File: src/hdl/tdeu_pkg.sv
// Types, constants and helper functions of the range filter block.
package tdeu_pkg;

    localparam int CHANNELS  = 5;
    localparam int CH_W      = 3;
    localparam int DIST_W    = 13;
    localparam int RAW_W     = 16;
    localparam int ERR_W     = 14;
    localparam int CFG_IDX_W = 3;
    localparam int CFG_DAT_W = 16;
    localparam int S_DATA_W  = 16;
    localparam int M_DATA_W  = 48;

    localparam logic [DIST_W-1:0] INVALID_MM   = 13'd8190;
    localparam logic [RAW_W-1:0]  RAW_LIMIT_MM = 16'd8000;
    localparam logic signed [ERR_W:0] ERR_MAX  = 15'sd8190;

    // floor(x / 10) for x below 2^18 equals (x * 52429) >> 19.
    localparam int SUM_W   = 17;
    localparam int RECIP_W = 16;
    localparam logic [RECIP_W-1:0] RECIP_TEN = 16'd52429;
    localparam int RECIP_SHIFT = 19;

    localparam logic [CH_W-1:0] CH_FRONT       = 3'd0;
    localparam logic [CH_W-1:0] CH_FRONT_LEFT  = 3'd1;
    localparam logic [CH_W-1:0] CH_FRONT_RIGHT = 3'd2;
    localparam logic [CH_W-1:0] CH_LEFT        = 3'd3;
    localparam logic [CH_W-1:0] CH_RIGHT       = 3'd4;

    localparam logic [CFG_IDX_W-1:0] CFG_SIDE_THR  = 3'd0;
    localparam logic [CFG_IDX_W-1:0] CFG_FRONT_THR = 3'd1;
    localparam logic [CFG_IDX_W-1:0] CFG_TARGET    = 3'd2;
    localparam logic [CFG_IDX_W-1:0] CFG_ALIGN_LIM = 3'd3;

    localparam logic [DIST_W-1:0] SIDE_THR_RST  = 13'd100;
    localparam logic [DIST_W-1:0] FRONT_THR_RST = 13'd120;
    localparam logic [DIST_W-1:0] TARGET_RST    = 13'd30;
    localparam logic [DIST_W-1:0] ALIGN_LIM_RST = 13'd150;

    typedef logic [DIST_W-1:0] dist_arr_t [CHANNELS];

    typedef struct packed {
        logic [DIST_W-1:0] side_thr;
        logic [DIST_W-1:0] front_thr;
        logic [DIST_W-1:0] target;
        logic [DIST_W-1:0] align_lim;
    } cfg_t;

    typedef struct packed {
        logic                    wall_left;
        logic                    wall_right;
        logic                    wall_front;
        logic signed [ERR_W-1:0] centering_error;
        logic signed [ERR_W-1:0] alignment_error;
    } wall_res_t;

    function automatic logic signed [ERR_W-1:0] sat_err(input logic signed [ERR_W:0] v);
        logic signed [ERR_W:0] r;
        begin
            r = v;
            if (v > ERR_MAX) begin
                r = ERR_MAX;
            end else if (v < -ERR_MAX) begin
                r = -ERR_MAX;
            end
            return r[ERR_W-1:0];
        end
    endfunction

endpackage

File: src/hdl/tdeu_ema.sv
// Per-channel filtered distance store with the moving-average update.
module tdeu_ema (
    input  logic                           aclk,
    input  logic                           aresetn,
    input  logic                           upd_en,
    input  logic [tdeu_pkg::CH_W-1:0]      upd_ch,
    input  logic [tdeu_pkg::RAW_W-1:0]     upd_raw,
    output tdeu_pkg::dist_arr_t            dist_view,
    output logic [tdeu_pkg::DIST_W-1:0]    filt
);

    tdeu_pkg::dist_arr_t dist_reg;

    logic [tdeu_pkg::DIST_W-1:0]  old_dist;
    logic [tdeu_pkg::DIST_W-1:0]  new_dist;
    logic [tdeu_pkg::SUM_W-1:0]   wsum;
    logic [tdeu_pkg::SUM_W+tdeu_pkg::RECIP_W-1:0] prod;
    logic [tdeu_pkg::DIST_W-1:0]  quot;
    logic                         raw_ok;

    always_comb begin
        old_dist = tdeu_pkg::INVALID_MM;
        for (int i = 0; i < tdeu_pkg::CHANNELS; i++) begin
            if (upd_ch == tdeu_pkg::CH_W'(i)) begin
                old_dist = dist_reg[i];
            end
        end
    end

    // Weighted sum 7*old + 3*raw, then divide by ten via the reciprocal.
    assign raw_ok = upd_raw < tdeu_pkg::RAW_LIMIT_MM;
    assign wsum   = tdeu_pkg::SUM_W'(old_dist) * tdeu_pkg::SUM_W'(7)
                  + tdeu_pkg::SUM_W'(upd_raw[tdeu_pkg::DIST_W-1:0]) * tdeu_pkg::SUM_W'(3);
    assign prod   = wsum * tdeu_pkg::RECIP_TEN;
    assign quot   = prod[tdeu_pkg::RECIP_SHIFT +: tdeu_pkg::DIST_W];

    always_comb begin
        if (!raw_ok) begin
            new_dist = tdeu_pkg::INVALID_MM;
        end else if (old_dist == tdeu_pkg::INVALID_MM) begin
            new_dist = upd_raw[tdeu_pkg::DIST_W-1:0];
        end else begin
            new_dist = quot;
        end
    end

    always_comb begin
        filt = tdeu_pkg::INVALID_MM;
        for (int i = 0; i < tdeu_pkg::CHANNELS; i++) begin
            dist_view[i] = dist_reg[i];
            if (upd_ch == tdeu_pkg::CH_W'(i)) begin
                dist_view[i] = new_dist;
                filt         = new_dist;
            end
        end
    end

    always_ff @(posedge aclk) begin
        if (!aresetn) begin
            for (int i = 0; i < tdeu_pkg::CHANNELS; i++) begin
                dist_reg[i] <= tdeu_pkg::INVALID_MM;
            end
        end else if (upd_en) begin
            for (int i = 0; i < tdeu_pkg::CHANNELS; i++) begin
                dist_reg[i] <= dist_view[i];
            end
        end
    end

endmodule

File: src/hdl/tdeu_wall.sv
// Wall flags and signed centering and alignment errors from the distances.
module tdeu_wall (
    input  tdeu_pkg::dist_arr_t  dist_in,
    input  tdeu_pkg::cfg_t       cfg,
    output tdeu_pkg::wall_res_t  res
);

    logic [tdeu_pkg::DIST_W-1:0] d_l;
    logic [tdeu_pkg::DIST_W-1:0] d_r;
    logic [tdeu_pkg::DIST_W-1:0] d_f;
    logic [tdeu_pkg::DIST_W-1:0] d_fl;
    logic [tdeu_pkg::DIST_W-1:0] d_fr;
    logic signed [tdeu_pkg::ERR_W:0] s_l;
    logic signed [tdeu_pkg::ERR_W:0] s_r;
    logic signed [tdeu_pkg::ERR_W:0] s_fl;
    logic signed [tdeu_pkg::ERR_W:0] s_fr;
    logic signed [tdeu_pkg::ERR_W:0] s_tgt;
    logic signed [tdeu_pkg::ERR_W:0] c_diff;
    logic wl;
    logic wr;

    assign d_f  = dist_in[tdeu_pkg::CH_FRONT];
    assign d_fl = dist_in[tdeu_pkg::CH_FRONT_LEFT];
    assign d_fr = dist_in[tdeu_pkg::CH_FRONT_RIGHT];
    assign d_l  = dist_in[tdeu_pkg::CH_LEFT];
    assign d_r  = dist_in[tdeu_pkg::CH_RIGHT];

    assign s_l   = $signed({2'b00, d_l});
    assign s_r   = $signed({2'b00, d_r});
    assign s_fl  = $signed({2'b00, d_fl});
    assign s_fr  = $signed({2'b00, d_fr});
    assign s_tgt = $signed({2'b00, cfg.target});

    assign wl = d_l < cfg.side_thr;
    assign wr = d_r < cfg.side_thr;

    always_comb begin
        priority if (wl && wr) begin
            c_diff = s_r - s_l;
        end else if (wl) begin
            c_diff = s_tgt - s_l;
        end else if (wr) begin
            c_diff = s_r - s_tgt;
        end else begin
            c_diff = '0;
        end
    end

    always_comb begin
        res.wall_left       = wl;
        res.wall_right      = wr;
        res.wall_front      = d_f < cfg.front_thr;
        res.centering_error = tdeu_pkg::sat_err(c_diff);
        if (d_fl < cfg.align_lim && d_fr < cfg.align_lim) begin
            res.alignment_error = tdeu_pkg::sat_err(s_fr - s_fl);
        end else begin
            res.alignment_error = '0;
        end
    end

endmodule

File: src/hdl/tof_distance_ema_wall_detector_unit.sv
// Top level of the five-channel range filter with wall and alignment detection.
//
// Channel  Dir  Handshake          Payload
// s_       in   s_tvalid/s_tready  s_tuser: channel; s_tdata: raw_mm
// m_       out  m_tvalid/m_tready  m_tuser: channel_out; m_tdata: filtered and flags
// cfg_     in   cfg_valid/cfg_ready cfg_index, cfg_data (low 13 bits used)
//
// One item per cycle is sustained while m_tready stays high; each item passes
// through the input register and then sits in the result register.
// The filter update, the divide-by-ten multiply and the wall compares all
// run in the single step from the input register to the result register.
// Reset (aresetn low, synchronous) sets every channel to the invalid mark
// and loads the default thresholds. A stall on m_ holds the result register
// and backs up through the input register to s_tready; cfg_ready stays high.
module tof_distance_ema_wall_detector_unit (
    input  logic                              aclk,
    input  logic                              aresetn,
    input  logic                              s_tvalid,
    output logic                              s_tready,
    input  logic [tdeu_pkg::S_DATA_W-1:0]     s_tdata,   // [15:0] raw_mm
    input  logic [tdeu_pkg::CH_W-1:0]         s_tuser,   // [2:0] channel
    output logic                              m_tvalid,
    input  logic                              m_tready,
    // [12:0] filtered_mm, [13] wall_left, [14] wall_right, [15] wall_front,
    // [29:16] centering_error, [43:30] alignment_error, [47:44] zero
    output logic [tdeu_pkg::M_DATA_W-1:0]     m_tdata,
    output logic [tdeu_pkg::CH_W-1:0]         m_tuser,   // [2:0] channel_out
    input  logic                              cfg_valid,
    output logic                              cfg_ready,
    input  logic [tdeu_pkg::CFG_IDX_W-1:0]    cfg_index,
    input  logic [tdeu_pkg::CFG_DAT_W-1:0]    cfg_data
);

    tdeu_pkg::cfg_t cfg_reg;

    logic                           in_valid_reg;
    logic [tdeu_pkg::CH_W-1:0]      in_ch_reg;
    logic [tdeu_pkg::RAW_W-1:0]     in_raw_reg;
    logic                           out_valid_reg;
    logic [tdeu_pkg::CH_W-1:0]      out_ch_reg;
    logic [tdeu_pkg::DIST_W-1:0]    out_filt_reg;
    tdeu_pkg::wall_res_t            out_res_reg;

    logic                           advance;
    tdeu_pkg::dist_arr_t            dist_view;
    logic [tdeu_pkg::DIST_W-1:0]    filt;
    tdeu_pkg::wall_res_t            wall_res;

    assign cfg_ready = 1'b1;

    always_ff @(posedge aclk) begin
        if (!aresetn) begin
            cfg_reg.side_thr  <= tdeu_pkg::SIDE_THR_RST;
            cfg_reg.front_thr <= tdeu_pkg::FRONT_THR_RST;
            cfg_reg.target    <= tdeu_pkg::TARGET_RST;
            cfg_reg.align_lim <= tdeu_pkg::ALIGN_LIM_RST;
        end else if (cfg_valid && cfg_ready) begin
            unique case (cfg_index)
                tdeu_pkg::CFG_SIDE_THR:  cfg_reg.side_thr  <= cfg_data[tdeu_pkg::DIST_W-1:0];
                tdeu_pkg::CFG_FRONT_THR: cfg_reg.front_thr <= cfg_data[tdeu_pkg::DIST_W-1:0];
                tdeu_pkg::CFG_TARGET:    cfg_reg.target    <= cfg_data[tdeu_pkg::DIST_W-1:0];
                tdeu_pkg::CFG_ALIGN_LIM: cfg_reg.align_lim <= cfg_data[tdeu_pkg::DIST_W-1:0];
                default: begin
                end
            endcase
        end
    end

    // The item in the input register moves on whenever the result register
    // is empty or being emptied in this cycle.
    assign advance  = in_valid_reg && (!out_valid_reg || m_tready);
    assign s_tready = !in_valid_reg || advance;

    always_ff @(posedge aclk) begin
        if (!aresetn) begin
            in_valid_reg <= 1'b0;
        end else if (s_tready) begin
            in_valid_reg <= s_tvalid;
        end
    end

    always_ff @(posedge aclk) begin
        if (s_tvalid && s_tready) begin
            in_ch_reg  <= s_tuser;
            in_raw_reg <= s_tdata;
        end
    end

    tdeu_ema u_ema (
        .aclk      (aclk),
        .aresetn   (aresetn),
        .upd_en    (advance),
        .upd_ch    (in_ch_reg),
        .upd_raw   (in_raw_reg),
        .dist_view (dist_view),
        .filt      (filt)
    );

    tdeu_wall u_wall (
        .dist_in (dist_view),
        .cfg     (cfg_reg),
        .res     (wall_res)
    );

    always_ff @(posedge aclk) begin
        if (!aresetn) begin
            out_valid_reg <= 1'b0;
        end else if (advance) begin
            out_valid_reg <= 1'b1;
        end else if (m_tready) begin
            out_valid_reg <= 1'b0;
        end
    end

    always_ff @(posedge aclk) begin
        if (advance) begin
            out_ch_reg   <= in_ch_reg;
            out_filt_reg <= filt;
            out_res_reg  <= wall_res;
        end
    end

    assign m_tvalid = out_valid_reg;
    assign m_tuser  = out_ch_reg;
    assign m_tdata  = {4'b0000,
                       out_res_reg.alignment_error,
                       out_res_reg.centering_error,
                       out_res_reg.wall_front,
                       out_res_reg.wall_right,
                       out_res_reg.wall_left,
                       out_filt_reg};

endmodule

File: config.mk
export PLATFORM = sky130hd
export DESIGN_NAME = tof_distance_ema_wall_detector_unit
export DESIGN_NICKNAME = d
export VERILOG_FILES = /design/src/hdl/tdeu_pkg.sv /design/src/hdl/tdeu_ema.sv /design/src/hdl/tdeu_wall.sv /design/src/hdl/tof_distance_ema_wall_detector_unit.sv
export SDC_FILE = /design/constraint.sdc
export NUM_CORES = 1
export LEC_CHECK = 0
export ABC_AREA = 0
export CORE_AREA = 2 2 231 165
export DETAILED_ROUTE_END_ITERATION = 12
export DIE_AREA = 0 0 233 167
export DONT_BUFFER_PORTS = 1
export PLACE_DENSITY = 0.7
export REMOVE_ABC_BUFFERS = 1
export SLEW_MARGIN = 20
export SYNTH_ARGS = -nofsm -noshare
export SYNTH_HDL_FRONTEND = slang
export SYNTH_HIERARCHICAL = 1
export SYNTH_SLANG_ARGS = --single-unit
File: constraint.sdc
create_clock -name aclk -period 27.8 [get_ports aclk]
set_input_delay 5.56 -clock aclk [delete_from_list [all_inputs] [get_ports aclk]]
set_output_delay 5.56 -clock aclk [all_outputs]
set_load 0.05 [all_outputs]
# Word level (Yosys, flattened, before mapping)
# Memory sizes are Yosys's and may differ from the RTL's.
# Cells that the tools add are included.
[totals] register_bits=120 n_memories=1 ram_bits=65 in_bits=43 wordCells=103 output_inout_bits=54
[classes] n_mul=3 eq_ne=8 n_reduce_logical=18 muxes=34 order_cmp=10 add_sub_neg=5 n_bitwise=6
[memory_table] name="u_ema.dist_reg" words=5 width=13 rd=5 rd_clocked_by_memory_dff=0 wr=5 line="tdeu_ema.sv:12" rtl="tdeu_pkg::dist_arr_t dist_reg;"
[ops] op="$mux 13" n=23
[ops] op="$lt 13x13->1" n=5
[ops] op="$sub 13x13->14" n=4
[ops] op="$mux 15" n=3
[ops] op="$mul 17x16->32 const B" n=1
[ops] op="$mux 14" n=2
[ops] op="$add 16x15->17" n=1
[ops] op="$lt 16x13->1 const B" n=1
[ops] op="$mul 13x3->16 const B" n=1
[ops] op="$gt 15x14->1 const B" n=1
[ops] op="$lt 15x14->1 const B" n=1
[ops] op="$mul 13x2->15 const B" n=1
[ops] op="$gt 14x14->1 const B" n=1
[ops] op="$lt 14x14->1 const B" n=1
[ops] op="$eq 13x13->1 const B" n=1
[ops] op="$eq 3x2->1 const B" n=4
[ops] op="$reduce_and 2->1" n=4
[ops] op="$eq 3x1->1 const B" n=2
[ops] op="$logic_not 3->1" n=2
[ops] op="$mux 1" n=6
[ops] op="$or 1x1->1" n=5
[ops] op="$logic_and 1x1->1" n=4
[ops] op="$reduce_or 2->1" n=2
[ops] op="$eq 3x3->1 const B" n=1
[ops] op="5 further kinds" n=7

# Longest topological paths before layout
[logic_depth] word_depth=18 depth_mapped=59 ltp_nobuf=53

# Cells and area by module
# The synthesis kept the hierarchy.
[by_module_without_submodules] mod="tdeu_ema" cells_per_inst=1200 area_each_um2=11023.1 seq_area_each_um2=1951.9 instances=1
[by_module_without_submodules] mod="tdeu_wall" cells_per_inst=681 area_each_um2=4755.8 seq_area_each_um2=0.0 instances=1
[by_module_without_submodules] mod="tof_distance_ema_wall_detector_unit" cells_per_inst=279 area_each_um2=4147.7 seq_area_each_um2=3062.9 instances=1

# Least setup slack after synthesis
# No wires, ideal clock.
[synth_path] kind="register to register" from="reg in_ch_reg[1] in the netlist's numbering" to="reg out_res_reg (netlist bit m_tdata[17]) (data pin)" t_arrival_ps=13621 path_stages_with_launch=54 synth_period_minus_slack_ps=13882 t_required_ps=27539 setup_ps=261 n_path_buf=5 setup_slack_ps=13918 cell_sequence="edfxtp_1 > buf_2 > clkbuf_1 > nor2_1 > nand2_1 > clkbuf_1 > clkbuf_1 > o22ai_1 > fa_1 > inv_1 > fa_1 > inv_1 > fa_1 > inv_1 > ha_1 > a21o_1 > a21oi_1 > o21ai_0 > [18 not listed] > o311ai_0 > o2111ai_1 > nand2_1 > xnor2_1 > o31ai_1 > o21ai_0 > ha_1 > a2111oi_0 > a2bb2oi_1 > mux2i_1 > and4_1 > a221oi_1 > nand2_1 > or3_1 > o21bai_1 > ha_1 > clkbuf_1 > a221o_1"
[synth_lines] element="start: declaration" line="tof_distance_ema_wall_detector_unit.sv:37" rtl="logic [tdeu_pkg::CH_W-1:0] in_ch_reg;"
[synth_lines] element="start signal: assignment" line="tof_distance_ema_wall_detector_unit.sv:84" rtl="in_ch_reg <= s_tuser;"
[synth_lines] element="end signal: assignment" line="tof_distance_ema_wall_detector_unit.sv:119" rtl="out_res_reg <= wall_res;"
[synth_lines] element="end: declaration" line="tof_distance_ema_wall_detector_unit.sv:42" rtl="tdeu_pkg::wall_res_t out_res_reg;"

==> summary.txt <==
Run status
  – Run status: finished, final reports clean

Logic synthesis
  – Number of warnings printed during yosys synthesis: 6
  – Top post-synthesis cells by area: sky130_fd_sc_hd__edfxtp_1, sky130_fd_sc_hd__ha_1, sky130_fd_sc_hd__fa_1
  – Number of library cell types mapped by synthesis: 91
  – Synth Register Bits: 185
  – Total standard cell area after synthesis: 19900 sq um
  – Fraction of the yosys area taken by sequential cells: 25.2%
  – Synth Area in Adders: 28.5%
  – Share of the synthesized area in compound gates (AO/OA/AOI/OAI): 16.0%
  – Xor/xnor cell area share of the yosys netlist: 3.74%
  – Top_reg_cell synth: sky130_fd_sc_hd__edfxtp_1
  – Cells after Synth: 2160
  – Multiplexer share of the synthesized area: 4.38%
  – Post-synth top area share: 19.7%
  – Dominant cell type by area after synthesis: sky130_fd_sc_hd__edfxtp_1
  – Post-synthesis share of cell area spent on and, or, nand and nor gates: 13.9%
  – Combinational family with the most area after synthesis: adder cells
  – Fraction of registers with async set or reset after synthesis: 0%
  – Count of flip-flops with a built-in enable after synthesis: 131
  – Avg Synthesized Cell Area: 9.23 sq um

Route
  – Detailed-route via count: 16.3k
  – DR WL met3: 6.95 mm
  – Antenna-violating nets left: 0
  – Count of TritonRoute iterations in the first routing pass: 7
  – WL met2: 21.3 mm
  – Post-route DRC: 0
  – Routed vias/inst: 6.18
  – Routed WL per cell: 21.4 microns
  – Met1 WL: 27.6 mm
  – Number of violations reported at the end of detailed-routing iteration 0: 2052
  – Final wirelength: 56.5 mm
  – Top Layer Used: met4

Critical path
  – Critical Setup Path Class: reg -> reg
  – Kind of start point of the critical path: register
  – Crit path largest cell delay: 1080 ps
  – Data required, critical path: 28010 ps
  – Cell with the largest stage delay on the worst path: sky130_fd_sc_hd__o311ai_0
  – Arrival @ worst endpoint: 17500 ps
  – Worst Setup End Kind: register
  – Largest fanout on the critical path: 19

Clock tree
  – Clock tree from TritonCTS: done
  – Post CTS Setup Buffer Count: 0
  – Clock buffer depth: 2
  – Count of hold-fix buffers inserted at cts: 0
  – Buffer type at the clock tree root: sky130_fd_sc_hd__clkbuf_16
  – Resized Gates After CTS: 0
  – Num Clock Sinks: 185
  – H-tree levels: 4
  – Skew-Pair Late Insertion Delay: 470 ps
  – Clock buffer count from CTS: 17
  – Clock transition at the registers of the reported paths: 80 ps

Global route
  – Global-route wire length before repair: 88.1 mm
  – Combined global-route utilization of all metal layers: 29.7%
  – Number of antenna violations at the first check in global routing: 0
  – Overflow after GRT: 0
  – Via count of the first global-routing pass: 15.2k
  – Pin count of the biggest net entering global routing: 78

Timing
  – Worst Skew: 17.6 ps
  – TNS Setup: 0 ps
  – Setup Viol. Count Final: 0
  – Final period utilization: 62.2%
  – Final hold viol count: 0
  – Slew @ Worst Pin: 1210 ps
  – Worst rel slew slack: 18.3%
  – Crit path time final: 17290 ps
  – Unrepaired setup endpoints after global routing: no
  – Highest clock rate: 57.9 MHz
  – Final max-slew violation count: 0

Finish
  – Area Overhead vs Synth: 5.46%
  – Core Util, Final: 57.3%
  – Final design instance area without fill: 21000 sq um
  – Most common library cell in the layout ignoring fill and taps: sky130_fd_sc_hd__inv_1
  – Max FFs per register: 65
  – Commonest non-fill, non-tap cells in the layout: sky130_fd_sc_hd__inv_1, sky130_fd_sc_hd__ha_1, sky130_fd_sc_hd__nand2_1
  – NumNets Final: 2560
  – Filler cell count: 3207
  – Layout cell share with drive strength beyond 1: 5.31%
  – Ant. Diodes: 0

Floorplan
  – Initial cell density of the core: 54.3%
  – Number of top-level pins: 97
  – Area of the placeable core: 36700 sq um
  – Floorplan row count: 59
  – Die outline height: 167 microns
  – Die ar.: 38900 sq um
  – Overall die width: 233 microns

Placement
  – Final weighted congestion in routability-driven placement: 0.969
  – Half-perimeter wire length after detailed placement: 46.1 mm
  – Count of buffers from port buffering: 0
  – Post-place instance area: 20400 sq um

Run
  – Max_cap viols: 0

Hold path
  – Path category of the worst min-delay check: reg -> reg
routing by layer:
layer	vias to the layer above	track usage, %
met1	7886	48.3
met5	-	0
met3	46	8.44
met2	801	38.3
met4	0	5.32
li1	7544	-
area by class of cell:
| type | count | area, sq um | area share (%) |
|---|---|---|---|
| clock buffers | 17 | 425 | 2.02 |
| inverters | 334 | 1270 | 6.03 |
| well taps | 488 | 611 | 2.91 |
| clock inverters | 15 | 178 | 0.845 |
| multi-input cells | 1569 | 13300 | 63.4 |
| flip-flops and latches | 185 | 5010 | 23.9 |
| repair buffers | 27 | 203 | 0.965 |
synth_stat cells, types with 9 or more instances:
cell,n
sky130_fd_sc_hd__nand3_1,34
sky130_fd_sc_hd__nand4_1,18
sky130_fd_sc_hd__mux2i_1,58
sky130_fd_sc_hd__o211ai_1,54
sky130_fd_sc_hd__a31oi_1,14
sky130_fd_sc_hd__dfxtp_1,54
sky130_fd_sc_hd__a2111oi_0,9
sky130_fd_sc_hd__and2_1,18
sky130_fd_sc_hd__a21o_1,24
sky130_fd_sc_hd__edfxtp_1,131
sky130_fd_sc_hd__clkbuf_1,52
sky130_fd_sc_hd__xor2_1,32
sky130_fd_sc_hd__a21oi_1,84
sky130_fd_sc_hd__a211o_1,10
sky130_fd_sc_hd__inv_1,332
sky130_fd_sc_hd__or2_2,9
sky130_fd_sc_hd__nand2b_1,37
sky130_fd_sc_hd__o31ai_1,17
sky130_fd_sc_hd__nor2_1,86
sky130_fd_sc_hd__mux4_2,10
sky130_fd_sc_hd__nor2b_1,39
sky130_fd_sc_hd__or3_1,12
sky130_fd_sc_hd__ha_1,266
sky130_fd_sc_hd__o22ai_1,13
sky130_fd_sc_hd__o21ai_0,119
sky130_fd_sc_hd__nand2_1,187
sky130_fd_sc_hd__fa_1,117
sky130_fd_sc_hd__xnor2_1,53
sky130_fd_sc_hd__o21a_1,18
sky130_fd_sc_hd__nand3b_1,9
sky130_fd_sc_hd__nor3_1,38
sky130_fd_sc_hd__a221oi_1,18
sky130_fd_sc_hd__a211oi_1,15
sky130_fd_sc_hd__buf_4,9
worst max-delay path: cells and delay by family (launching register included):
family | cells | cell delay, ps
buffers and inverters | 9 | 1340
adders and majority gates | 12 | 5120
DFF | 1 | 850
xor gates and xnor gates | 3 | 1230
AOI/OAI and AO/OA | 20 | 6970
and+or+nand+nor | 5 | 1460
through the flow:
stage,setup WS (ps),hold slack (ps),instances
floorplan,13860,435,2088
global placement,11190,445,2603
detailed placement,11120,448,2603
CTS,11050,464,2635
global route,9660,473,2635
finish,10510,464,2635
cells by family (layout without fill, tap and decap cells):
group | after synthesis | count (layout)
simple gates | 546 | 546
other cells | 2 | 5
fa+ha+maj | 383 | 383
flops | 185 | 185
compound gates | 476 | 476
mux | 74 | 74
xor+xnor | 85 | 85
buf+inv | 409 | 393
final timing paths:
kind                start     endpoint  slack, ps  cells past startpoint
max          in_ch_reg[2]  m_tdata[17]      10510                     49
min           cfg_reg[28]  cfg_reg[28]        460                      2
max reg2reg  in_ch_reg[2]  m_tdata[17]      10510                     49
min reg2reg   cfg_reg[28]  cfg_reg[28]        460                      2
Power is not shown: default switching activity piles up to over one toggle a cycle in this logic, so the estimate is an artifact.
